--- src/rtl/lpd_pkg.sv ---
// ----------------------------------------------------------------------------
// Length-prefixed deframer package
// Shared widths and the result item type passed from the parser to the top.
// ----------------------------------------------------------------------------
package lpd_pkg;

  localparam int unsigned ByteW    = 8;
  localparam int unsigned WordW    = 32;
  localparam int unsigned HdrBytes = 8;
  localparam int unsigned CountW   = 3;
  // Header bytes zero to six are held; the eighth is used as it arrives.
  localparam int unsigned ShiftW   = ByteW * (HdrBytes - 1);

  // One result item as produced by the parser.
  typedef struct packed {
    logic [ByteW-1:0] payload_byte;
    logic [WordW-1:0] message_id;
    logic             first_of_message;
    logic             last_of_message;
    logic             empty_message;
  } result_t;

endpackage

--- src/rtl/length_prefixed_deframer_top.sv ---
// ----------------------------------------------------------------------------
// Length-prefixed deframer top level
// A result item is registered and appears in the cycle after the byte that causes it is accepted.
// Throughput: one byte per cycle unless a stalled result holds the input; the output register refills as it drains.
// Header bytes yield no result, but the last one of an empty message yields one; each payload byte yields one.
// Reset clears the parser to header collection and drops any pending result.
// ----------------------------------------------------------------------------
module length_prefixed_deframer_top (
  input  logic                      clk,
  input  logic                      rst_n,
  input  logic                      in_valid,
  output logic                      in_ready,
  input  logic [lpd_pkg::ByteW-1:0] in_rx_byte,
  output logic                      out_valid,
  input  logic                      out_ready,
  output logic [lpd_pkg::ByteW-1:0] out_payload_byte,
  output logic [lpd_pkg::WordW-1:0] out_message_id,
  output logic                      out_first_of_message,
  output logic                      out_last_of_message,
  output logic                      out_empty_message
);

  logic             in_accept;
  logic             res_valid;
  lpd_pkg::result_t res;
  logic             out_valid_r, out_valid_nxt;
  lpd_pkg::result_t out_res_r;

  // A new item enters when the output register is empty or being drained.
  assign in_ready  = !out_valid_r || out_ready;
  assign in_accept = in_valid && in_ready;

  lpd_parse u_parse (
    .clk         (clk),
    .rst_n       (rst_n),
    .byte_accept (in_accept),
    .rx_byte     (in_rx_byte),
    .res_valid   (res_valid),
    .res         (res)
  );

  // Output register valid.
  always_comb begin
    out_valid_nxt = out_valid_r;
    if (in_accept) begin
      out_valid_nxt = res_valid;
    end else if (out_ready) begin
      out_valid_nxt = 1'b0;
    end
  end

  always_ff @(posedge clk) begin
    if (!rst_n) begin
      out_valid_r <= 1'b0;
    end else begin
      out_valid_r <= out_valid_nxt;
    end
  end

  // Output register payload.
  always_ff @(posedge clk) begin
    if (in_accept && res_valid) begin
      out_res_r <= res;
    end
  end

  assign out_valid            = out_valid_r;
  assign out_payload_byte     = out_res_r.payload_byte;
  assign out_message_id       = out_res_r.message_id;
  assign out_first_of_message = out_res_r.first_of_message;
  assign out_last_of_message  = out_res_r.last_of_message;
  assign out_empty_message    = out_res_r.empty_message;

  // An empty message is a single item, both first and last.
  a_empty_marks : assert property (@(posedge clk) disable iff (!rst_n)
    out_valid_r && out_res_r.empty_message |->
      out_res_r.first_of_message && out_res_r.last_of_message)
    else $error("empty message item lacks first or last mark");

  // An empty message carries a zero byte.
  a_empty_zero : assert property (@(posedge clk) disable iff (!rst_n)
    out_valid_r && out_res_r.empty_message |-> out_res_r.payload_byte == '0)
    else $error("empty message item carries a nonzero byte");

  // A stalled result blocks the input side.
  a_stall_blocks : assert property (@(posedge clk) disable iff (!rst_n)
    out_valid_r && !out_ready |-> !in_ready)
    else $error("input accepted while a result is stalled");

  // A header byte never leaves a new result behind.
  a_no_spurious : assert property (@(posedge clk) disable iff (!rst_n)
    in_accept && !res_valid |=> !out_valid_r)
    else $error("result appeared for a byte that yields none");

endmodule

--- src/rtl/lpd_parse.sv ---
// ----------------------------------------------------------------------------
// Length-prefixed deframer parser
// Collects the eight header bytes, then counts payload bytes down and forms
// the result item for each payload byte or empty message.
// ----------------------------------------------------------------------------
module lpd_parse (
  input  logic                     clk,
  input  logic                     rst_n,
  input  logic                     byte_accept,
  input  logic [lpd_pkg::ByteW-1:0] rx_byte,
  output logic                     res_valid,
  output lpd_pkg::result_t         res
);

  logic [lpd_pkg::ShiftW-1:0] header_shift_r, header_shift_nxt;
  logic [lpd_pkg::CountW-1:0] header_count_r, header_count_nxt;
  logic                       in_payload_r, in_payload_nxt;
  logic [lpd_pkg::WordW-1:0]  bytes_remaining_r, bytes_remaining_nxt;
  logic [lpd_pkg::WordW-1:0]  current_id_r, current_id_nxt;
  logic                       at_first_byte_r, at_first_byte_nxt;

  logic [lpd_pkg::WordW-1:0]  hdr_len;
  logic [lpd_pkg::WordW-1:0]  hdr_id;
  logic                       last_byte;
  logic                       hdr_done;

  // Length is bytes zero to three; the id ends with the byte arriving now.
  assign hdr_len   = header_shift_r[lpd_pkg::WordW-1:0];
  assign hdr_id    = {rx_byte, header_shift_r[lpd_pkg::ShiftW-1:lpd_pkg::WordW]};
  assign last_byte = (bytes_remaining_r <= lpd_pkg::WordW'(1));
  assign hdr_done  = (header_count_r == lpd_pkg::CountW'(lpd_pkg::HdrBytes - 1));

  // Next state and the result item for the byte at the input.
  always_comb begin
    header_shift_nxt    = header_shift_r;
    header_count_nxt    = header_count_r;
    in_payload_nxt      = in_payload_r;
    bytes_remaining_nxt = bytes_remaining_r;
    current_id_nxt      = current_id_r;
    at_first_byte_nxt   = at_first_byte_r;
    res_valid           = 1'b0;
    res.payload_byte     = rx_byte;
    res.message_id       = current_id_r;
    res.first_of_message = at_first_byte_r;
    res.last_of_message  = last_byte;
    res.empty_message    = 1'b0;

    if (in_payload_r) begin
      // Pass a payload byte through and count it off.
      res_valid           = 1'b1;
      at_first_byte_nxt   = 1'b0;
      bytes_remaining_nxt = bytes_remaining_r - lpd_pkg::WordW'(1);
      if (last_byte) begin
        bytes_remaining_nxt = '0;
        in_payload_nxt      = 1'b0;
      end
    end else if (!hdr_done) begin
      // Store one more header byte.
      header_shift_nxt[{header_count_r, 3'b000} +: lpd_pkg::ByteW] = rx_byte;
      header_count_nxt = header_count_r + lpd_pkg::CountW'(1);
    end else begin
      // Last header byte: start the payload or report an empty message.
      header_shift_nxt = '0;
      header_count_nxt = '0;
      current_id_nxt   = hdr_id;
      if (hdr_len == '0) begin
        res_valid            = 1'b1;
        res.payload_byte     = '0;
        res.message_id       = hdr_id;
        res.first_of_message = 1'b1;
        res.last_of_message  = 1'b1;
        res.empty_message    = 1'b1;
        at_first_byte_nxt    = 1'b0;
      end else begin
        bytes_remaining_nxt = hdr_len;
        in_payload_nxt      = 1'b1;
        at_first_byte_nxt   = 1'b1;
      end
    end
  end

  // Parser state advances only on an accepted byte.
  always_ff @(posedge clk) begin
    if (!rst_n) begin
      header_shift_r    <= '0;
      header_count_r    <= '0;
      in_payload_r      <= 1'b0;
      bytes_remaining_r <= '0;
      current_id_r      <= '0;
      at_first_byte_r   <= 1'b0;
    end else if (byte_accept) begin
      header_shift_r    <= header_shift_nxt;
      header_count_r    <= header_count_nxt;
      in_payload_r      <= in_payload_nxt;
      bytes_remaining_r <= bytes_remaining_nxt;
      current_id_r      <= current_id_nxt;
      at_first_byte_r   <= at_first_byte_nxt;
    end
  end

endmodule
--- config.mk ---
export PLATFORM = sky130hd
export DESIGN_NAME = length_prefixed_deframer_top
export DESIGN_NICKNAME = d
export VERILOG_FILES = /design/src/rtl/lpd_pkg.sv /design/src/rtl/length_prefixed_deframer_top.sv /design/src/rtl/lpd_parse.sv
export SDC_FILE = /design/constraint.sdc
export NUM_CORES = 1
export LEC_CHECK = 0
export ABC_AREA = 1
export BUFFER_PORTS_ARGS = -buffer_cell sky130_fd_sc_hd__buf_2
export CORE_MARGIN = 2
export CORE_UTILIZATION = 55
export DETAILED_ROUTE_END_ITERATION = 8
export GPL_TIMING_DRIVEN = 0
export HOLD_SLACK_MARGIN = 0.06
export PLACE_DENSITY = 0.77
export SYNTH_ARGS = -nofsm -noshare
export SYNTH_HDL_FRONTEND = slang
export SYNTH_SLANG_ARGS = --single-unit
export TNS_END_PERCENT = 1
--- constraint.sdc ---
create_clock -name clk -period 2.8 [get_ports clk]
set_input_delay 0.56 -clock clk [delete_from_list [all_inputs] [get_ports clk]]
set_output_delay 0.56 -clock clk [all_outputs]
set_load 0.01 [all_outputs]
==> summary.txt <==
Power and ir drop
  – Peak supply drop: 0.0004832 V
  – LEAKAGE: 4.212 nW
  – Power Total: between 5 and 6 mW
  – Power Dens Cells: ~540 mW/mm^2

Global route
  – Initial antenna violation count: 0
  – Met3 Resource Use GR: 0.07859
  – Pin count of the biggest net entering global routing: 17
  – First-pass GRT wire length: between 30 and 40 mm
  – Vias in the first global route: 6991
  – Met2 Track Usage GR: 0.3953
  – GRT overflow: 0
  – GRT Total Usage: 0.2795
  – GRT busiest layer: met1
  – GR Util met1: 0.4078

Worst setup path
  – Reg2reg path depth: 10
  – CP max-delay cell: nor4_1
  – Critical Path Most Common Cell: inv_1
  – Worst Path Required: 3.16 ns
  – Setup CP Type: reg -> reg
  – Worst reg-to-reg setup slack: 0.14 ns
  – Crit path max fanout: 11
  – FF-to-FF End: u_parse.header_shift_r[43]
  – Largest stage delay, worst path: 0.62 ns
  – Critical Path Sink Type: register
  – WP data arrival: 3.02 ns
  – Crit path launch type: register
  – R2r startpoint: u_parse.header_count_r[0]
  – Crit-path cells: inv_1 -> buf_2 -> ha_1 -> inv_1 -> nor2_1 -> inv_1 -> clkbuf_1 -> nor4_1 -> nand2_1 -> a21oi_1

Worst hold path
  – Worst Hold End: u_parse.current_id_r[20]
  – Worst Hold Launch: u_parse.current_id_r[20]
  – Worst hold path type: reg -> reg
  – Min-Delay Path Depth: 2

Detailed routing
  – Routed vias/inst: 5.293
  – Post-DRT Antenna Nets: 0
  – DRC viols: 0
  – Iter 0 DRT Violations: between 800 and 900
  – Vias: 7574
  – Pre-antenna DRT Iters: 7
  – WL/cell: 15.05 um
  – Final wirelength: 21.54 mm

Clock network
  – Clock latency on the worst-skew pair: 0.43 ns
  – CTS Buf Count: 17
  – Root buffer cell: clkbuf_16
  – CTS Buffer Depth: 2
  – H-tree levels: 4
  – Clk pin slew, worst setup/hold paths: 0.07 ns
  – Clock tree sinks: 169
  – CTS tree: built

Final layout
  – Fraction of layout cells with a size suffix above 1: 0.1275
  – Layout area overhead: 14.13%
  – Final instance area: 0.009379 mm^2
  – Area of the multi-input gates: 0.003772 mm^2
  – Register area: 0.003815 mm^2
  – Final net count: between 1000 and 1500
  – Cell Count, Final, Fillers Out: 1431
  – Fillers: 1296
  – Ant. Diodes: 0

Timing
  – Worst Tran Pin Value: 0.7564 ns
  – Aggregate negative setup slack: 0 ns
  – Final clock skew: 0.01026 ns
  – RSZ-0062 raised after global routing: no
  – Final worst path period share: 0.9492
  – Final Hold Viols: 0
  – Fin crit period: 2.658 ns
  – FMAX: 376.2 MHz
  – Setup slack after layout: roughly 0.14 ns
  – Max-slew violation count: 0
  – Setup violators final: 0
  – Relative slew margins: 0.4911

Job
  – Max cap viols: 0

Placed design
  – I/O Buffers: 55
  – Hpwl dp: roughly 15 mm
  – Post-Place Setup Slack: -0.3289 ns
  – DP Cell Count: 1388
  – Post-place instance area: 0.008727 mm^2
  – RePlAce Congestion: 0.9721

Floorplan
  – # rows: 44
  – Die X: 126.2 um
  – Die area: 0.01594 mm^2
  – Initial Util: 0.5633
  – I/O pins: 57
  – Die H: 126.2 um
  – Core Area: 0.01459 mm^2

Logic synthesis
  – Yosys reg bits: 169
  – Post-synthesis average cell area: 7.152 um^2
  – Register area share after synthesis: 0.4641
  – Synth warn: 0
  – Yosys cell types: 30
  – Cell taking the most area after synthesis: dfxtp_1
  – Share of the synthesized area in the top cell type: 0.3069
  – Top post-synthesis cells by area: dfxtp_1 (31%), edfxtp_1 (16%), nand2_1 (15%)
  – Post-Synthesis Cells: 1149
  – Post-synthesis net count: 1170
  – Cell Area, Synth: 0.008218 mm^2

Run status
  – Status: finished, final reports clean
## power breakdown
part	total (mW)	leakage [nW]	switching, mW	internal, mW
clock network	2.18	0.268	1.03	1.15
registers	2.52	1.40	0.0128	2.51
logic	0.339	2.54	0.254	0.0853
total	5.04	4.21	1.29	3.75
## area by class of cell
| type | count | share of cell area |
|---|---|---|
| repair inverters | 3 | 0.002401 |
| clock buffers | 18 | 0.04576 |
| multi-input cells | 830 | 0.4022 |
| flip-flops and latches | 169 | 0.4068 |
| plain buffers | 50 | 0.02788 |
| repair buffers | 63 | 0.03842 |
| well taps | 184 | 0.02455 |
| inverters | 100 | 0.04042 |
| clock inverters | 14 | 0.01161 |
## cell families (layout without fill, tap and decap cells)
kind of cell,count (synthesis),after routing,synth area share
xor gates and xnor gates,15,15,0.01599
and+or+nand+nor,632,632,0.3170
adders and majority gates,9,9,0.01370
buffers and inverters,150,248,0.07719
AOI/OAI and AO/OA,174,174,0.1121
DFF,169,169,0.4641
## routing by layer
metal	up-vias	wire length (um)
met4	0	527
li1	3832	-
met3	44	1840
met5	-	0
met1	3411	10260
met2	287	8906
## worst max-delay path by stage
| stage | from | endpoint | slack, ns |
|---|---|---|---|
| CTS | u_parse.header_count_r[1] | out_message_id[16] | 0.08 |
| global route | u_parse.header_count_r[0] | u_parse.header_shift_r[44] | 0.01 |
| floorplan | u_parse.header_count_r[1] | out_empty_message | 0.32 |
| finish | u_parse.header_count_r[0] | u_parse.header_shift_r[43] | 0.14 |
| detailed placement | u_parse.header_count_r[1] | out_message_id[28] | -0.33 |
| global placement | u_parse.header_count_r[1] | out_payload_byte[4] | -0.26 |
## registers in the layout (all words and copies together), names as in the netlist, 3 cells and up
signal	cells
u_parse.header_shift_r	56
out_message_id	32
u_parse.bytes_remaining_r	32
u_parse.current_id_r	32
out_payload_byte	8
u_parse.header_count_r	3
## placed cells by master (no fill, tap or decap), types with 2 or more instances in the layout
master | Yosys | routed
nor4_1 | 3 | 3
buf_6 | 5 | 5
o21ai_2 | 5 | 5
inv_6 | 0 | 7
nand4_1 | 11 | 11
xor2_1 | 14 | 14
clkinvlp_4 | 0 | 5
a21oi_1 | 83 | 83
nand2_2 | 4 | 5
buf_4 | 4 | 10
nand2_1 | 330 | 329
a22oi_1 | 7 | 7
dfxtp_1 | 126 | 125
edfxtp_1 | 43 | 43
clkbuf_1 | 26 | 27
nor3_1 | 6 | 6
inv_1 | 94 | 93
nor2_2 | 9 | 9
nand3_1 | 49 | 49
clkinv_2 | 0 | 4
ha_1 | 9 | 9
buf_12 | 0 | 2
nor2_4 | 5 | 5
nor2_1 | 210 | 210
nor3_4 | 3 | 3
buf_2 | 15 | 69
clkbuf_16 | 0 | 17
o21ai_0 | 76 | 76
inv_2 | 6 | 6
## synthesized netlist by cell type
| cell | n |
|---|---|
| nand2_1 | 330 |
| nor2_1 | 210 |
| dfxtp_1 | 126 |
| inv_1 | 94 |
| a21oi_1 | 83 |
| o21ai_0 | 76 |
| nand3_1 | 49 |
| edfxtp_1 | 43 |
| clkbuf_1 | 26 |
| buf_2 | 15 |
| xor2_1 | 14 |
| nand4_1 | 11 |
| ha_1 | 9 |
| nor2_2 | 9 |
| a22oi_1 | 7 |
| inv_2 | 6 |
| nor3_1 | 6 |
| buf_6 | 5 |
| nor2_4 | 5 |
| o21ai_2 | 5 |
| buf_4 | 4 |
| nand2_2 | 4 |
| nor3_4 | 3 |
| nor4_1 | 3 |
| a211oi_1 | 1 |
| a21oi_4 | 1 |
| nand2_4 | 1 |
| nand3_4 | 1 |
| o21ai_1 | 1 |
| xnor2_1 | 1 |
## per-stage QoR
step           hold WS, ns  utilization
6_report            0.4479       0.6429
5_1_grt             0.4533       0.6429
4_1_cts             0.4382       0.6426
3_5_place_dp        0.4384       0.5982
3_3_place_gp        0.4330       0.5982
2_1_floorplan       0.4245            -
## worst max-delay path, delay by kind of cell, from the launching register on
kind	cells	cell delay, ns
AOI/OAI and AO/OA	1	0.18
adders and majority gates	1	0.40
buffers and inverters	5	0.67
DFF	1	0.43
and+or+nand+nor	3	0.91
## repair_timing
item,in CTS,in global routing
hold buffers,0,0
resized for setup,4,2
setup buffers,8,0
endpoints found under the setup margin,44,43
gates cloned,3,0
(Power assumes the default switching activity.)
